**src/hdl/mhts_pkg.sv**
```systemverilog
// ----------------------------------------------------------------------------
// mhts_pkg
// Shared types, sizes and helpers for the min-heap timer scheduler.
// ----------------------------------------------------------------------------
package mhts_pkg;

  localparam int CAPACITY = 32;
  localparam int ID_COUNT = 1024;
  localparam int TIME_BITS = 32;
  localparam int IDX_W = $clog2(CAPACITY);
  localparam int CNT_W = $clog2(CAPACITY + 1);
  localparam int ID_W = $clog2(ID_COUNT);
  localparam int WAIT_W = 20;
  localparam int CMD_W = 3;
  localparam int STATUS_W = 2;

  typedef enum logic [CMD_W-1:0] {
    CMD_ADD    = 3'd0,
    CMD_ADJUST = 3'd1,
    CMD_FIRE   = 3'd2,
    CMD_TICK   = 3'd3,
    CMD_QUERY  = 3'd4,
    CMD_CLEAR  = 3'd5
  } cmd_t;

  localparam logic [STATUS_W-1:0] ST_OK      = 2'd0;
  localparam logic [STATUS_W-1:0] ST_FULL    = 2'd1;
  localparam logic [STATUS_W-1:0] ST_UNKNOWN = 2'd2;

  localparam logic KIND_FIRED = 1'b0;
  localparam logic KIND_DONE  = 1'b1;

  // One heap entry: timer id and absolute expiry time.
  typedef struct packed {
    logic [ID_W-1:0]      id;
    logic [TIME_BITS-1:0] exp;
  } node_t;

  // Datapath operations issued by the controller, one per cycle.
  typedef enum logic [4:0] {
    OP_NONE,
    OP_LOAD,
    OP_RD_SLOT,
    OP_RD_HEAP_SLOT,
    OP_SET_MV,
    OP_NEW,
    OP_ST_FULL,
    OP_ST_UNKNOWN,
    OP_FIRE_SEL,
    OP_EMIT_FIRE,
    OP_REM_RD,
    OP_REM_LAST,
    OP_MV_FROM_RD,
    OP_DN_RD_C1,
    OP_CAND_LOAD,
    OP_CAND_LOAD_RD2,
    OP_CAND_PICK,
    OP_DN_MOVE,
    OP_PLACE,
    OP_UP_RD,
    OP_UP_MOVE,
    OP_CLEAR,
    OP_RD_ROOT,
    OP_EXP_FIRE,
    OP_FIN_PREP,
    OP_EMIT_DONE
  } op_t;

  typedef struct packed {
    op_t op;
  } dp_cmd_t;

  typedef struct packed {
    cmd_t cmd;
    logic known;
    logic full;
    logic rem_mid;
    logic has_child;
    logic has_child2;
    logic mv_first;
    logic moved;
    logic at_root;
    logic parent_first;
    logic nonempty;
    logic due;
    logic out_free;
  } dp_stat_t;

  typedef enum logic [4:0] {
    S_IDLE,
    S_DECODE,
    S_SLOT_WAIT,
    S_KNOWN,
    S_FIRE_EMIT,
    S_REMOVE,
    S_REM_WAIT,
    S_DOWN_START,
    S_DN_C1,
    S_DN_C2,
    S_DN_CMP,
    S_DOWN_END,
    S_UP_START,
    S_UP_CMP,
    S_CONT,
    S_EXP_CHECK,
    S_EXP_CMP,
    S_FIN_RD,
    S_FIN_EMIT
  } state_t;

  // True when expiry a comes strictly before expiry b, seen from time now.
  function automatic logic earlier(input logic [TIME_BITS-1:0] a,
                                   input logic [TIME_BITS-1:0] b,
                                   input logic [TIME_BITS-1:0] now);
    logic [TIME_BITS-1:0] ka;
    logic [TIME_BITS-1:0] kb;
    ka = a - now;
    kb = b - now;
    return ka < kb;
  endfunction

endpackage

```
**src/hdl/mhts_ctrl.sv**
```systemverilog
// ----------------------------------------------------------------------------
// mhts_ctrl
// Sequencer that steps the heap datapath through lookups, sifts and expiries.
// ----------------------------------------------------------------------------
module mhts_ctrl (
  input  logic               clk,
  input  logic               rst,
  input  logic               in_valid,
  output logic               in_ready,
  input  mhts_pkg::dp_stat_t stat,
  output mhts_pkg::dp_cmd_t  cmd
);

  mhts_pkg::state_t state;
  mhts_pkg::state_t state_next;

  // State register.
  always_ff @(posedge clk) begin
    if (rst) begin
      state <= mhts_pkg::S_IDLE;
    end else begin
      state <= state_next;
    end
  end

  // Next state and datapath operation.
  always_comb begin
    state_next = state;
    cmd.op = mhts_pkg::OP_NONE;
    in_ready = 1'b0;
    case (state)
      mhts_pkg::S_IDLE: begin
        in_ready = 1'b1;
        if (in_valid) begin
          cmd.op = mhts_pkg::OP_LOAD;
          state_next = mhts_pkg::S_DECODE;
        end
      end
      mhts_pkg::S_DECODE: begin
        case (stat.cmd)
          mhts_pkg::CMD_ADD, mhts_pkg::CMD_ADJUST, mhts_pkg::CMD_FIRE: begin
            cmd.op = mhts_pkg::OP_RD_SLOT;
            state_next = mhts_pkg::S_SLOT_WAIT;
          end
          mhts_pkg::CMD_TICK, mhts_pkg::CMD_QUERY: begin
            state_next = mhts_pkg::S_EXP_CHECK;
          end
          mhts_pkg::CMD_CLEAR: begin
            cmd.op = mhts_pkg::OP_CLEAR;
            state_next = mhts_pkg::S_FIN_RD;
          end
          default: begin
            state_next = mhts_pkg::S_FIN_RD;
          end
        endcase
      end
      mhts_pkg::S_SLOT_WAIT: begin
        cmd.op = mhts_pkg::OP_RD_HEAP_SLOT;
        state_next = mhts_pkg::S_KNOWN;
      end
      mhts_pkg::S_KNOWN: begin
        case (stat.cmd)
          mhts_pkg::CMD_ADD: begin
            if (stat.known) begin
              cmd.op = mhts_pkg::OP_SET_MV;
              state_next = mhts_pkg::S_DOWN_START;
            end else if (stat.full) begin
              cmd.op = mhts_pkg::OP_ST_FULL;
              state_next = mhts_pkg::S_FIN_RD;
            end else begin
              cmd.op = mhts_pkg::OP_NEW;
              state_next = mhts_pkg::S_UP_START;
            end
          end
          mhts_pkg::CMD_ADJUST: begin
            if (stat.known) begin
              cmd.op = mhts_pkg::OP_SET_MV;
              state_next = mhts_pkg::S_DOWN_START;
            end else begin
              cmd.op = mhts_pkg::OP_ST_UNKNOWN;
              state_next = mhts_pkg::S_FIN_RD;
            end
          end
          mhts_pkg::CMD_FIRE: begin
            if (stat.known) begin
              cmd.op = mhts_pkg::OP_FIRE_SEL;
              state_next = mhts_pkg::S_FIRE_EMIT;
            end else begin
              cmd.op = mhts_pkg::OP_ST_UNKNOWN;
              state_next = mhts_pkg::S_FIN_RD;
            end
          end
          default: begin
            state_next = mhts_pkg::S_FIN_RD;
          end
        endcase
      end
      mhts_pkg::S_FIRE_EMIT: begin
        if (stat.out_free) begin
          cmd.op = mhts_pkg::OP_EMIT_FIRE;
          state_next = mhts_pkg::S_REMOVE;
        end
      end
      mhts_pkg::S_REMOVE: begin
        if (stat.rem_mid) begin
          cmd.op = mhts_pkg::OP_REM_RD;
          state_next = mhts_pkg::S_REM_WAIT;
        end else begin
          cmd.op = mhts_pkg::OP_REM_LAST;
          state_next = mhts_pkg::S_CONT;
        end
      end
      mhts_pkg::S_REM_WAIT: begin
        cmd.op = mhts_pkg::OP_MV_FROM_RD;
        state_next = mhts_pkg::S_DOWN_START;
      end
      mhts_pkg::S_DOWN_START: begin
        if (stat.has_child) begin
          cmd.op = mhts_pkg::OP_DN_RD_C1;
          state_next = mhts_pkg::S_DN_C1;
        end else begin
          state_next = mhts_pkg::S_DOWN_END;
        end
      end
      mhts_pkg::S_DN_C1: begin
        if (stat.has_child2) begin
          cmd.op = mhts_pkg::OP_CAND_LOAD_RD2;
          state_next = mhts_pkg::S_DN_C2;
        end else begin
          cmd.op = mhts_pkg::OP_CAND_LOAD;
          state_next = mhts_pkg::S_DN_CMP;
        end
      end
      mhts_pkg::S_DN_C2: begin
        cmd.op = mhts_pkg::OP_CAND_PICK;
        state_next = mhts_pkg::S_DN_CMP;
      end
      mhts_pkg::S_DN_CMP: begin
        if (stat.mv_first) begin
          state_next = mhts_pkg::S_DOWN_END;
        end else begin
          cmd.op = mhts_pkg::OP_DN_MOVE;
          state_next = mhts_pkg::S_DOWN_START;
        end
      end
      mhts_pkg::S_DOWN_END: begin
        if (stat.moved) begin
          cmd.op = mhts_pkg::OP_PLACE;
          state_next = mhts_pkg::S_CONT;
        end else begin
          state_next = mhts_pkg::S_UP_START;
        end
      end
      mhts_pkg::S_UP_START: begin
        if (stat.at_root) begin
          cmd.op = mhts_pkg::OP_PLACE;
          state_next = mhts_pkg::S_CONT;
        end else begin
          cmd.op = mhts_pkg::OP_UP_RD;
          state_next = mhts_pkg::S_UP_CMP;
        end
      end
      mhts_pkg::S_UP_CMP: begin
        if (stat.parent_first) begin
          cmd.op = mhts_pkg::OP_PLACE;
          state_next = mhts_pkg::S_CONT;
        end else begin
          cmd.op = mhts_pkg::OP_UP_MOVE;
          state_next = mhts_pkg::S_UP_START;
        end
      end
      mhts_pkg::S_CONT: begin
        if (stat.cmd == mhts_pkg::CMD_TICK || stat.cmd == mhts_pkg::CMD_QUERY) begin
          state_next = mhts_pkg::S_EXP_CHECK;
        end else begin
          state_next = mhts_pkg::S_FIN_RD;
        end
      end
      mhts_pkg::S_EXP_CHECK: begin
        if (stat.nonempty) begin
          cmd.op = mhts_pkg::OP_RD_ROOT;
          state_next = mhts_pkg::S_EXP_CMP;
        end else begin
          state_next = mhts_pkg::S_FIN_RD;
        end
      end
      mhts_pkg::S_EXP_CMP: begin
        if (stat.due) begin
          cmd.op = mhts_pkg::OP_EXP_FIRE;
          state_next = mhts_pkg::S_FIRE_EMIT;
        end else begin
          state_next = mhts_pkg::S_FIN_RD;
        end
      end
      mhts_pkg::S_FIN_RD: begin
        cmd.op = mhts_pkg::OP_FIN_PREP;
        state_next = mhts_pkg::S_FIN_EMIT;
      end
      mhts_pkg::S_FIN_EMIT: begin
        if (stat.out_free) begin
          cmd.op = mhts_pkg::OP_EMIT_DONE;
          state_next = mhts_pkg::S_IDLE;
        end
      end
      default: begin
        state_next = mhts_pkg::S_IDLE;
      end
    endcase
  end

  // A result is only loaded when the output register can take it.
  a_emit_free: assert property (@(posedge clk) disable iff (rst)
    (cmd.op == mhts_pkg::OP_EMIT_DONE || cmd.op == mhts_pkg::OP_EMIT_FIRE)
      |-> stat.out_free)
    else $error("result loaded while output register busy");

  // A completion returns the sequencer to idle, where the next command is taken.
  a_done_then_idle: assert property (@(posedge clk) disable iff (rst)
    cmd.op == mhts_pkg::OP_EMIT_DONE |=> state == mhts_pkg::S_IDLE)
    else $error("completion not followed by idle");

  // A sift never walks on an empty heap.
  a_sift_nonempty: assert property (@(posedge clk) disable iff (rst)
    (state == mhts_pkg::S_DOWN_START || state == mhts_pkg::S_UP_START)
      |-> stat.nonempty)
    else $error("sift on empty heap");

endmodule

```
**config.mk**
```make
export PLATFORM = sky130hd
export DESIGN_NAME = mhts_ctrl
export DESIGN_NICKNAME = d
export VERILOG_FILES = /design/src/hdl/mhts_pkg.sv /design/src/hdl/mhts_ctrl.sv
export SDC_FILE = /design/constraint.sdc
export NUM_CORES = 1
export LEC_CHECK = 0
export ABC_AREA = 1
export BUFFER_PORTS_ARGS = -buffer_cell sky130_fd_sc_hd__buf_2
export CORE_MARGIN = 2
export CORE_UTILIZATION = 52
export DETAILED_ROUTE_END_ITERATION = 8
export GPL_ROUTABILITY_DRIVEN = 0
export GPL_TIMING_DRIVEN = 0
export PLACE_DENSITY = 0.8
export SETUP_SLACK_MARGIN = 0.2
export SYNTH_ARGS = -nofsm -noshare
export SYNTH_HDL_FRONTEND = slang
export SYNTH_SLANG_ARGS = --single-unit
```
**constraint.sdc**
```tcl
create_clock -name clk -period 1.6 [get_ports clk]
set_input_delay 0.32 -clock clk [delete_from_list [all_inputs] [get_ports clk]]
set_output_delay 0.32 -clock clk [all_outputs]
set_load 0.01 [all_outputs]
```
==> impl_metrics.env <==
export IMPL_status="finished, violations left"
export IMPL_failed_checks="negative setup slack"
export IMPL_yosysMostFrequentCell="nand2_1"
export IMPL_hold_buffers=0
export IMPL_ys_seq_area_share_pct=10.7
export IMPL_die_area_mm2=0.00216
export IMPL_drt_vias_per_instance=6.20
export IMPL_top_regs="state x5"
export IMPL_clkSinkCount=5
export IMPL_startpoint_type="flop"
export IMPL_min_from="rst"
export IMPL_maxSlewViolCount=0
export IMPL_worstRegToRegCells=14
export IMPL_vias=1568
export IMPL_drv_cap=0
export IMPL_slew_headroom_pct=76.0
export IMPL_avgRoutedWirePerCell_um=16.6
export IMPL_p_leak_uw=0.000770
export IMPL_rr_endpoint="state[4]"
export IMPL_cts_tree="yes"
export IMPL_finalCritPeriodShare_pct=129
export IMPL_min_path_cells=2
export IMPL_peakVddDrop_mv=1.51
export IMPL_port_buffers=23
export IMPL_yosys_area_top_type="nand2_1"
export IMPL_synth_area_leaders="nand2_1 (20%), nor2_1 (13%), inv_1 (11%)"
export IMPL_fmax_mhz=485
export IMPL_cp_max_fo=8
export IMPL_n_fill_cell=108
export IMPL_powerDensity_mw_per_mm2=1520
export IMPL_fin_crit_ns=2.06
export IMPL_post_dp_hpwl_um=2450
export IMPL_final_util_pct=87.0
export IMPL_stdcell_area_mm2=0.00149
export IMPL_initialDrtViolationCount=149
export IMPL_whs_endpoint="state[0]"
export IMPL_r2r_slack_ns=-0.20
export IMPL_grt_overflow=0
export IMPL_cts_max_path_buffers=2
export IMPL_regArea_um2=114
export IMPL_antenna_cells=0
export IMPL_yosysTopAreaCellShare_pct=20.4
export IMPL_cp_data_arrival_time_ns=1.74
export IMPL_ys_types=23
export IMPL_synthFlopType="dfxtp_1"
export IMPL_core_mm2=0.00171
export IMPL_ios=24
export IMPL_cts_htree_levels=1
export IMPL_r2r_start="state[4]"
export IMPL_rsz0062_at_grt="yes"
export IMPL_start_util_pct=54.9
export IMPL_setup_slack_ns=-0.464
export IMPL_synthesis_area_um2=938
export IMPL_cts_buffers=3
export IMPL_crit_type="flop to output pin"
export IMPL_dr_pass1_iters=6
export IMPL_finalSetupViolCount=7
export IMPL_wl_um=4210
export IMPL_grt_start_max_net_pins=9
export IMPL_ys_seq_elements=5
export IMPL_clkTransAtPathRegs_ns=0.04
export IMPL_largest_register_ff_count=5
export IMPL_drc=0
export IMPL_area_delta_synth_final_pct=58.3
export IMPL_worst_hold_path_type="input port to flop"
export IMPL_insertion_delay_ns=0.24
export IMPL_synth_compound_area_share_pct=13.5
export IMPL_final_hold_viol_count=0
export IMPL_track_usage_pct=32.6
export IMPL_regMostFlops="state"
export IMPL_cp_required_ns=1.28
export IMPL_place_area_mm2=0.00114
export IMPL_avgSynthCellArea_um2=5.07
export IMPL_root_buffer="clkbuf_4"
export IMPL_multi_input_area_um2=912
export IMPL_synth_top_family_by_area="simple AND/OR/NAND/NOR gates"
export IMPL_critPathCaptureType="output pin"
export IMPL_synthesis_nets=203
export IMPL_die_height_um=46.5
export IMPL_synth_simple_area_share_pct=61.9
export IMPL_antenna_found_initial=0
export IMPL_synthCells=185
export IMPL_nNetsFinal=247
export IMPL_synth_edf_count=0
export IMPL_floorplan_die_width_um=46.5
export IMPL_ant_nets=0
export IMPL_layout_drive_gt1_share_pct=45.6
export IMPL_synth_xor_area_share_pct=0
export IMPL_grt_pass1_wl_um=4970
export IMPL_grt_pass1_vias=1182
export IMPL_yosys_warnings=0
export IMPL_synthAdderAreaFrac_pct=0
export IMPL_fin_worst_skew_ns=0.00829
export IMPL_synth_mux_area_share_pct=0
export IMPL_ys_top_cells_by_count="nand2_1 (51), nor2_1 (33), inv_1 (28)"
export IMPL_ys_async_sr_fraction_pct=0
export IMPL_rows=15
export IMPL_worst_pin_slew_ns=0.360
## critical path: stages (launching register included)
cell and delay [ns]:
dfxtp_2 0.31, buf_6 0.14, inv_2 0.06, nand2_4 0.07
nor2_2 0.06, nand2_1 0.14, nand4_1 0.18, nor3_2 0.24
nand3_1 0.14, buf_2 0.16
## kinds of logic after synthesis
kind of cell / count (synthesis)
compound gates: 20
flops: 5
buf+inv: 31
simple gates: 129
## cells in the final DEF (no fill, tap or decap), drive strengths merged, types with 3 or more instances in the layout
cell    instances
nor3            7
o22ai           3
inv            29
a21oi           4
clkbuf          4
o211ai          3
nand3          19
nand2          52
o21ai           6
dfxtp           5
buf            41
nand4           9
nor2           40
## power by group
group	switching (uW)	internal [uW]	leakage, uW	total [uW]
clock network	47.1	94.0	0.0000150	141
logic	1130	710	0.000711	1840
registers	90.8	191	0.0000439	282
## per-layer routing
layer	vias to the layer above	global-route usage (%)	wire (um)
met5	-	0	0
li1	699	-	-
met4	0	16.0	234
met2	163	55.3	1940
met3	34	3.14	564
met1	672	40.6	1470
## worst max-delay path by stage
stage	from	endpoint
2_1_floorplan	state[4]	cmd[0]
3_3_place_gp	state[3]	cmd[1]
3_5_place_dp	state[3]	cmd[1]
4_1_cts	state[2]	cmd[3]
5_1_grt	state[3]	cmd[0]
6_report	state[0]	cmd[0]
## area by class of cell
type	count	area share, %
Clock buffer	4	1.77
Sequential cell	5	7.67
Multi-Input combinational cell	149	61.4
Timing Repair Buffer	39	17.3
Tap cell	25	2.11
Inverter	29	8.00
Buffer	2	1.77
## metrics by stage
step | TNS, ns | hold slack (ns) | instances | setup WS, ns | total power, uW
CTS | -1.07 | 0.271 | 250 | -0.213 | 1910
finish | -1.94 | 0.290 | 253 | -0.464 | 2260
floorplan | 0 | 0.385 | 185 | 0.200 | 1210
detailed placement | -0.128 | 0.528 | 233 | -0.0689 | 1540
global placement | -0.0368 | 0.520 | 233 | -0.0219 | 1530
global route | -2.46 | 0.300 | 253 | -0.500 | 2380
## repair_timing
item | 4_1_cts | 5_1_grt
setup buffers | 13 | 3
pin swaps | 21 | 23
gates resized for setup | 26 | 31
setup endpoints to repair | 7 | 11
Note: power is estimated with default switching activity, not from simulation.
